==> src/rtl/ordered_array_list_macros.svh <==
// Assertion macros for the ordered array list.
// Included by the top level; no other dependencies.
`ifndef ORDERED_ARRAY_LIST_MACROS_SVH
`define ORDERED_ARRAY_LIST_MACROS_SVH

// Same-cycle implication, disabled during reset.
`define OAL_ASSERT_NOW(label, clk, rst_n, ante, cons) \
	label: assert property (@(posedge clk) disable iff (!rst_n) (ante) |-> (cons)) \
		else $error("ordered_array_list: assertion failed");

// Next-cycle implication, disabled during reset.
`define OAL_ASSERT_NEXT(label, clk, rst_n, ante, cons) \
	label: assert property (@(posedge clk) disable iff (!rst_n) (ante) |=> (cons)) \
		else $error("ordered_array_list: assertion failed");

`endif

==> src/rtl/ordl_pkg.sv <==
// Shared types and constants for the ordered array list.
// No dependencies.
package ordl_pkg;

	localparam int DEF_CAPACITY = 64;
	localparam int CMD_W        = 3;
	localparam int POS_W        = 7;
	localparam int VAL_W        = 32;
	localparam int STAT_W       = 2;
	localparam int CNT_W        = 7;

	typedef enum logic [CMD_W-1:0] {
		CMD_PUSH_BACK  = 3'd0,
		CMD_POP_BACK   = 3'd1,
		CMD_PUSH_FRONT = 3'd2,
		CMD_POP_FRONT  = 3'd3,
		CMD_INSERT     = 3'd4,
		CMD_ERASE      = 3'd5,
		CMD_READ       = 3'd6
	} cmd_t;

	typedef enum logic [STAT_W-1:0] {
		ST_OK    = 2'd0,
		ST_FULL  = 2'd1,
		ST_EMPTY = 2'd2,
		ST_RANGE = 2'd3
	} status_t;

	// Broadcast to every cell in the chain.
	typedef struct packed {
		logic open_gap;
		logic close_gap;
	} cell_ctl_t;

endpackage

==> src/rtl/ordl_cell.sv <==
// One storage cell of the ordered array list chain.
// Depends on ordl_pkg; instantiated by ordered_array_list.
module ordl_cell
	import ordl_pkg::*;
#(
	parameter int PW  = 7,
	parameter int IDX = 0
) (
	input  logic             clk,
	input  cell_ctl_t        ctl,
	input  logic [PW-1:0]    gap_pos,
	input  logic [VAL_W-1:0] value,
	input  logic [VAL_W-1:0] left_data,
	input  logic [VAL_W-1:0] right_data,
	output logic [VAL_W-1:0] data_q
);

	localparam logic [PW-1:0] IDX_P = PW'(IDX);

	always_ff @(posedge clk) begin
		if (ctl.open_gap) begin
			if (IDX_P == gap_pos) begin
				data_q <= value;
			end else if (IDX_P > gap_pos) begin
				data_q <= left_data;
			end
		end else if (ctl.close_gap) begin
			if (IDX_P >= gap_pos) begin
				data_q <= right_data;
			end
		end
	end

endmodule

==> config.mk <==
export PLATFORM = sky130hd
export DESIGN_NAME = ordl_cell
export DESIGN_NICKNAME = d
export VERILOG_FILES = /design/src/rtl/ordered_array_list_macros.svh /design/src/rtl/ordl_pkg.sv /design/src/rtl/ordl_cell.sv
export SDC_FILE = /design/constraint.sdc
export NUM_CORES = 1
export LEC_CHECK = 0
export ABC_CLOCK_PERIOD_IN_PS = 6100
export BUFFER_PORTS_ARGS = -buffer_cell sky130_fd_sc_hd__buf_2
export CAP_MARGIN = 40
export CORE_UTILIZATION = 42
export CTS_BUF_LIST = sky130_fd_sc_hd__clkbuf_4
export CTS_CLUSTER_SIZE = 20
export DETAILED_ROUTE_END_ITERATION = 10
export GPL_TIMING_DRIVEN = 0
export PLACE_DENSITY_LB_ADDON = 0.25
export REMOVE_ABC_BUFFERS = 1
export SETUP_SLACK_MARGIN = 0.15
export SKIP_LAST_GASP = 1
export SYNTH_ARGS = -nofsm -noshare
export SYNTH_HDL_FRONTEND = slang
export SYNTH_SLANG_ARGS = --single-unit
==> constraint.sdc <==
create_clock -name clk -period 6.1 [get_ports clk]
set_clock_uncertainty 0.2 [all_clocks]
set_input_delay 0.915 -clock clk [delete_from_list [all_inputs] [get_ports clk]]
set_output_delay 0.915 -clock clk [all_outputs]
set_load 0.05 [all_outputs]
==> results.md, run 1 <==
* Tightest Hold Check Type: in2reg
* Most flops, register: data_q
* Placer Congestion at between 0.7 and 0.8
* Share of cells above drive strength 1 at between 40% and 50%
* Gr usage total at between 20% and 30%
* Setup CP Type: in2reg
* Initial detailed-routing violation count at between 100 and 150
* Final setup vio count at 0
* Die W at 69.2 um
* Final Util at 62.1%
* Post-Place Setup Slack at approximately 2600 ps
* Via count at 2,023
* Final Routed Wirelength at around 5.2 mm
* Fillers at between 300 and 400
* Initial core utilization at between 40% and 50%
* Maximum VDD drop at 82.3 uV
* Status: complete, no violations
* Pwr Density at between 150 and 200 nW/um^2
* Top flop regs: data_q (32)
* Vias/cell at roughly 5.3
* Die height at around 69 um
* Synth Instances at just over 200
* Storage element area at slightly below 1000 sq um
* Vias in the first global route at ~2,000
* Core region area at ~4400 sq um
* Multi-input gate area at about 800 sq um
* Synthesis-to-layout area growth at 42.5%
* CTS root buf: clkbuf_4
* Post-CTS Hold Buffers at 0
* Seq/Total Area, Yosys at between 50% and 60%
* CTS tree: built
* Final setup TNS at 0 ps
* Max Freq at 0.323 GHz
* CP top delay family: simple AND/OR/NAND/NOR gates
* Initial antenna violation count at 0
* Post-layout min period at just over 3000 ps
* Worst slew margin at about 48%
* Max Cap Viol at 0
* Slowest CP cell: or3_1
* Inserted Clock Buffers at 5
* DP HPWL at 3.72 mm
* Crit path max fanout at 28
* Pin count of the biggest net entering global routing at 54
* Wirelength per Cell at 13.6 um
* GRT overflow at 0
* # IOs at roughly 140
* RSZ-0062 raised after global routing: no
* Final worst setup slack at 3010 ps
* Lkg Pwr at 1.20 nW
* Die footprint at around 4800 sq um
* Ys Warns at 0
* CP cell instances: buf_2 -> or3_1 -> buf_16 -> nor3_2 -> buf_6 -> buf_6
* Worst path most repeated cell: buf_6
* Startpoint Class: input pin
* Unique masters post-synth at 15
* Max Slew Vio Count at 0
* Drt first pass iters at 4
* Diode count at 0
* Crit path required time at just under 6000 ps
* Post-detailed-route count of antenna-violating nets at 0
* Crit-path max cell delay at roughly 660 ps
* Worst path buffer plus inverter count at 4
* Reg clk slew, reported paths at 100 ps
* Postcts setup bufs at 0
* Post-cts sizing count at 0
* IO buf count at between 100 and 150
* Critical path arrival at just under 3000 ps
* Slew at the pin closest to its max-slew limit at slightly below 800 ps
* Rows at 24
* CTS Buffer Depth at 2
* H-tree levels at 2
* Period utilisation layout at 50.7%
* Post-route DRC at 0
* Syn Area/Cell at ~9.4 sq um
* Final hold viol count at 0
* Final nets at between 400 and 500
* Mapped Area at 1900 sq um
* Synth Register Bits at 32
* First-pass GRT wire length at about 8.7 mm
* Crit path capture type: flip-flop
* Max reg flops at 32
* Clock Sinks at 32
[area by class of cell]
cell class | instances | share of cell area [%]
Sequential cell | 32 | 35.6
Multi-Input combinational cell | 134 | 29.2
Timing Repair Buffer | 144 | 28.8
Tap cell | 52 | 2.41
Inverter | 16 | 2.22
Clock buffer | 6 | 1.67
Clock inverter | 1 | 0.185
[path summary, 6_finish.rpt]
kind	from	to	slack, ps	cells after the start
worst max-delay path	gap_pos[5]	data_q[23]$_DFFE_PP_	3010	6
worst min-delay path	right_data[26]	data_q[26]$_DFFE_PP_	690	3
[cells by family (layout without fill, tap and decap cells)]
logic type	after synthesis	count (layout)	share of synthesized area, %
and+or+nand+nor	54	54	16.0
DFF	32	32	50.7
buffers and inverters	36	167	8.05
AOI/OAI and AO/OA	80	80	25.3
[placed cells by master, fill, tap and decap left out]
master,instances
buf_2,137
clkinv_2,1
a31oi_1,16
nor3_2,1
or3_1,1
edfxtp_1,32
nor4_2,1
clkbuf_4,6
a21oi_1,16
or4_4,1
nor2_1,34
o21ai_0,32
buf_4,3
o31a_1,16
buf_6,2
inv_1,16
buf_16,1
nand4b_1,16
buf_12,1
[power breakdown]
| part | internal, W | switching, W | leakage, nW |
|---|---|---|---|
| Combinational | 0.0000439 | 0.0000426 | 0.874 |
| Clock | 0.0000469 | 0.0000722 | 0.0315 |
| Sequential | 0.000245 | 0.000000235 | 0.298 |
| Total | 0.000335 | 0.000115 | 1.20 |
[through the flow]
stage	instances	power, W	cell area, sq um	hold slack [ps]
after floorplan	182	0.000286	1800	929
after global placement	371	0.000330	2550	1040
after detailed placement	378	0.000336	2650	1040
after CTS	385	0.000455	2700	680
after global routing	385	0.000473	2700	699
final	385	0.000450	2700	692
[cell usage after synthesis]
cell       n  area [sq um]
nor3_1     1          5.00
o21ai_0   32           160
a31oi_1   16           100
a21oi_1   16          80.1
nand4b_1  16           140
nor2_1    34           128
buf_6      2          22.5
clkbuf_1  16          60.1
or3_1      1          6.26
inv_1     16          60.1
nor4_2     1          12.5
o31a_1    16           140
or4_4      1          11.3
buf_2      2          10.0
edfxtp_1  32           961
[metal layers]
layer  track usage, %  part of all wire (%)  routed length, um  vias up
met5                0                     0                  0        -
met4             7.94                   1.5                 80        0
met3             5.81                   6.8                353        9
met2             39.7                    49               2580       92
met1             26.2                    42               2210      905
li1                 -                     -                  -     1017
Note: power is estimated with default switching activity, not from simulation.
==> run 2, diff against run 1 <==
--- a/config.mk
+++ b/config.mk
@@ -5,10 +5,10 @@
 export SDC_FILE = /design/constraint.sdc
 export NUM_CORES = 1
 export LEC_CHECK = 0
-export ABC_CLOCK_PERIOD_IN_PS = 6100
+export ABC_CLOCK_PERIOD_IN_PS = 2700
 export BUFFER_PORTS_ARGS = -buffer_cell sky130_fd_sc_hd__buf_2
 export CAP_MARGIN = 40
-export CORE_UTILIZATION = 42
+export CORE_UTILIZATION = 38
 export CTS_BUF_LIST = sky130_fd_sc_hd__clkbuf_4
 export CTS_CLUSTER_SIZE = 20
 export DETAILED_ROUTE_END_ITERATION = 10
==> constraint.sdc (replaced) <==
create_clock -name clk -period 2.7 [get_ports clk]
set_clock_uncertainty 0.2 [all_clocks]
set_input_delay 0.405 -clock clk [delete_from_list [all_inputs] [get_ports clk]]
set_output_delay 0.405 -clock clk [all_outputs]
set_load 0.05 [all_outputs]
==> run 2 against run 1 <==
Effect of this change:
- via count up 1.8%
- largest power group unchanged
- critical path depth unchanged
- combinational power up 130%
- design area up 0.83%
- sequential share of layout area down 0.29 points
- count of clock-buffer cells in the layout up 1
- worst setup slack worse by 2700 ps
==> results.md, run 2 (same netlist as run 1, synthesis figures left out) <==
* Status: complete, no violations
* Final Util at 57.3%
* Max reg flops at 32
* Post-detailed-route count of antenna-violating nets at 0
* Wirelength per Cell at about 13 um
* Initial detailed-routing violation count at 78
* Most flops, register: data_q
* Max Cap Viol at 0
* DP HPWL at approximately 3.8 mm
* Most frequent cells in the layout: buf_2, nor2_1, o21ai_0, edfxtp_1
* Gr usage total at about a fifth
* CTS root buf: clkbuf_4
* Post-route DRC at 0
* Hold Path Stages at 3
* Initial core utilization at 39.9%
* Hold Startpoint: right_data[0]
* Max Slew Vio Count at 0
* IO buf count at about 140
* Post-CTS Hold Buffers at 0
* CTS Buffer Depth at 2
* # IOs at 138
* GRT overflow at 0
* Initial antenna violation count at 0
* Max Freq at roughly 0.42 GHz
* Inst Count DP at about 400
* Most common cell after layout, fill and taps aside: buf_2
* Final hold viol count at 0
* Pin count of the biggest net entering global routing at 50
* Post-route insts no fill at 400
* Final nets at about 440
* WHS at 192 ps
* Top flop regs: data_q (32)
* Tightest Hold Check Type: in2reg
* Share of cells above drive strength 1 at a little under half
* Die height at ~73 um
* Diode count at 0
* Die footprint at 5280 sq um
* Drt first pass iters at 5
* Min-Delay Endpoint: data_q[0]$_DFFE_PP_
* Worst slew margin at between 30% and 40%
* Clock Sinks at 32
* Startpoint Class: input pin
* First-pass GRT wire length at ~8.4 mm
* Via count at roughly 2,100
* Design Area, Final at between 2000 and 3000 sq um
* RSZ-0062 raised after global routing: no
* Crit path capture type: flip-flop
* H-tree levels at 2
* Post-layout min period at 2350 ps
* Crit path required time at 2520 ps
* Slew at the pin closest to its max-slew limit at 899 ps
* Rows at 25
* Final Routed Wirelength at around 5.3 mm
* Period utilisation layout at just under 90%
* Die W at 72.7 um
* Lkg Pwr at 1.20 nW
* Final setup vio count at 0
* Placed Area at roughly 2700 sq um
* Pwr Density at approximately 380 nW/um^2
* Final setup TNS at 0 ps
* Inserted Clock Buffers at 5
* Critical path arrival at about 2200 ps
* Postcts setup bufs at 0
* Placer Congestion at ~0.67
* Synthesis-to-layout area growth at 43.7%
* Vias in the first global route at approximately 1,900
* CTS tree: built
* Crit path max fanout at 28
* Vias/cell at 5.15
* Post-cts sizing count at 0
* Maximum VDD drop at 164 uV
* Reg clk slew, reported paths at approximately 100 ps
* Setup CP Type: in2reg
* Core region area at ~4800 sq um
[run 2: worst max-delay path: stages]
cell and delay, ps:
buf_2 180, or3_1 660, buf_16 300, nor3_2 150, buf_4 220, buf_4 230
[run 2: worst max-delay path by stage]
stage	startpoint	end	slack (ps)
after CTS	gap_pos[5]	data_q[28]$_DFFE_PP_	340
after floorplan	gap_pos[3]	data_q[0]$_DFFE_PP_	-1490
final	gap_pos[5]	data_q[5]$_DFFE_PP_	350
after detailed placement	gap_pos[5]	data_q[29]$_DFFE_PP_	20
after global placement	gap_pos[5]	data_q[18]$_DFFE_PP_	-2970
after global routing	gap_pos[5]	data_q[1]$_DFFE_PP_	220
[run 2: final cells by class]
type,count,area (sq um)
multi-input cells,134,797
inverters,16,60.1
clock buffers,7,52.6
well taps,67,83.8
repair buffers,143,767
fillers,447,2030
clock inverters,1,3.75
flip-flops and latches,32,961
[run 2: per-layer routing]
| metal | vias up | GRT usage (%) | wire (um) |
|---|---|---|---|
| met4 | 0 | 6.97 | 71 |
| met5 | - | 0 | 0 |
| li1 | 1016 | - | - |
| met2 | 105 | 36.0 | 2530 |
| met1 | 929 | 24.1 | 2180 |
| met3 | 9 | 5.94 | 481 |
[run 2: stage by stage]
stage	worst slack, ps	power [W]
finish	345	0.00103
global route	223	0.00107
CTS	343	0.00104
detailed placement	15.9	0.000762
global placement	-2970	0.000748
floorplan	-1490	0.000645
[run 2: power by group]
| group | switching, W | internal, W |
|---|---|---|
| Combinational | 0.0000982 | 0.0000996 |
| Clock | 0.000154 | 0.000120 |
| Sequential | 0.000000558 | 0.000553 |
==> run 3, diff against run 2 <==
--- a/config.mk
+++ b/config.mk
@@ -5,16 +5,15 @@
 export SDC_FILE = /design/constraint.sdc
 export NUM_CORES = 1
 export LEC_CHECK = 0
-export ABC_CLOCK_PERIOD_IN_PS = 2700
+export ABC_CLOCK_PERIOD_IN_PS = 2100
 export BUFFER_PORTS_ARGS = -buffer_cell sky130_fd_sc_hd__buf_2
 export CAP_MARGIN = 40
 export CORE_UTILIZATION = 38
-export CTS_BUF_LIST = sky130_fd_sc_hd__clkbuf_4
+export CTS_BUF_LIST = sky130_fd_sc_hd__clkbuf_8
 export CTS_CLUSTER_SIZE = 20
 export DETAILED_ROUTE_END_ITERATION = 10
 export GPL_TIMING_DRIVEN = 0
 export PLACE_DENSITY_LB_ADDON = 0.25
-export REMOVE_ABC_BUFFERS = 1
 export SETUP_SLACK_MARGIN = 0.15
 export SKIP_LAST_GASP = 1
 export SYNTH_ARGS = -nofsm -noshare
==> constraint.sdc (replaced) <==
create_clock -name clk -period 2.1 [get_ports clk]
set_clock_uncertainty 0.2 [all_clocks]
set_input_delay 0.315 -clock clk [delete_from_list [all_inputs] [get_ports clk]]
set_output_delay 0.315 -clock clk [all_outputs]
set_load 0.05 [all_outputs]
==> run 3 against run 2 <==
Effect of this change:
- total power grew 38%
- sequential share of layout area shrank 1.7 points
- sequential power grew 29%
- critical path type unchanged
==> results.md, run 3 (same netlist as run 1, synthesis figures left out) <==
* Pin count of the biggest net entering global routing at 13
* Max Slew Vio Count at 0
* Post-route DRC at 0
* CTS tree: built
* Crit path required time at 1900 ps
* Via count at 2,142
* Post-CTS Hold Buffers at 0
* First-pass GRT wire length at ~9 mm
* Final hold viol count at 0
* Period utilisation layout at approximately 91%
* Most flops, register: data_q
* Worst path buffer plus inverter count at 5
* WHS at roughly 150 ps
* Rows at 25
* Vias/cell at a little over 5
* Max Cap Viol at 0
* Startpoint Class: input pin
* Crit path capture type: flip-flop
* Post-detailed-route count of antenna-violating nets at 0
* Wirelength per Cell at 14.0 um
* Critical path arrival at 1710 ps
* Final worst setup slack at approximately 190 ps
* Core region area at ~4800 sq um
* Most common cell after layout, fill and taps aside: buf_2
* Die height at just over 70 um
* Placer Congestion at ~0.8
* Synth Net Count at a little over 300
* Worst slew margin at between 50% and 60%
* Slew at the pin closest to its max-slew limit at between 600 and 700 ps
* Most frequent cells in the layout: buf_2, nor2_1, edfxtp_1, o21ai_0
* Setup CP Type: in2reg
* Initial core utilization at between 30% and 40%
* Share of cells above drive strength 1 at 44.9%
* Synthesis-to-layout area growth at 51.1%
* Max reg flops at 32
* Max Freq at roughly 0.52 GHz
* Post-Place Setup Slack at -587 ps
* Worst path most repeated cell: buf_8
* Reg clk slew, reported paths at around 70 ps
* Final Routed Wirelength at between 5 and 6 mm
* Tightest Hold Check Type: in2reg
* H-tree levels at 2
* Post-layout min period at about 1900 ps
* Vias in the first global route at between 1,500 and 2,000
* Status: complete, no violations
* Drt first pass iters at 4
* Initial antenna violation count at 0
* Top flop regs: data_q (32)
* CP cell instances: buf_2 -> or4_4 -> buf_6 -> buf_8 -> nor3_4 -> buf_8 -> clkbuf_16
* Crit-path max cell delay at between 500 and 600 ps
* Die W at a little over 70 um
* Die footprint at 5280 sq um
* Diode count at 0
* Final Util at 60.3%
* Maximum VDD drop at 216 uV
* Final setup vio count at 0
* Gr usage total at 22.3%
* Critical Path Stages at 7
* Initial detailed-routing violation count at 82
* # IOs at about 140
* IO buf count at approximately 140
* RSZ-0062 raised after global routing: no
* GRT overflow at 0
* Lkg Pwr at 1.26 nW
* Crit path max fanout at 10
* Final nets at 458
* CP top delay family: simple AND/OR/NAND/NOR gates
* Inserted Clock Buffers at 5
* DP HPWL at around 4.4 mm
* Clock Sinks at 32
* Slowest CP cell: or4_4
* CTS Buffer Depth at 2
* Pwr Density at about 490 nW/um^2
* Fillers at 470
* Hold Path Stages at 3
* CTS root buf: clkbuf_8
==> run 3: changes by cell type in the layout (fill, tap and decap cells not counted), moves of 2 or more <==
| cell | delta |
|---|---|
| clkbuf_2 | +2 |
| clkbuf_8 | +5 |
| o21ai_1 | +2 |
| buf_8 | +2 |
| o21ai_0 | -2 |
| clkbuf_1 | +13 |
| clkbuf_4 | -7 |
==> run 3: power breakdown <==
| part | internal [W] | switching (W) |
|---|---|---|
| Sequential | 0.000711 | 0.000000689 |
| Combinational | 0.000129 | 0.000131 |
| Clock | 0.000219 | 0.000221 |
==> run 3: final timing paths <==
path | from | endpoint
worst max-delay path | gap_pos[0] | data_q[13]$_DFFE_PP_
worst min-delay path | right_data[28] | data_q[28]$_DFFE_PP_
==> run 3: metal layers <==
layer | up-vias | part of all wire, % | track usage [%]
met2 | 101 | 52 | 41.5
met4 | 0 | 1.5 | 6.97
met1 | 980 | 38 | 24.2
li1 | 1053 | - | -
met3 | 8 | 8.1 | 6.35
met5 | - | 0 | 0
==> run 3: timing repair <==
| action | 4_1_cts | 5_1_grt |
|---|---|---|
| buffers inserted | 4 | 0 |
| resized for setup | 1 | 7 |
| gates cloned | 0 | 1 |
| pin swaps | 2 | 1 |
| endpoints found under the setup margin | 32 | 39 |
==> run 3: area by class of cell <==
cell class,instances,area (sq um),area share [%]
well taps,67,83.8,2.93
plain buffers,20,106,3.71
multi-input cells,134,795,27.7
repair buffers,143,783,27.3
inverters,16,60.1,2.10
clock inverters,2,7.51,0.262
flip-flops and latches,32,961,33.5
clock buffers,5,68.8,2.40
==> run 3: stage by stage <==
stage               TNS, ps  power (W)  instances  area, sq um
floorplan            -14560   0.000854        202         1920
global placement     -32080   0.000977        405         2680
detailed placement   -13810   0.000982        407         2710
CTS                       0    0.00142        418         2840
global route              0    0.00147        419         2870
finish                    0    0.00141        419         2870
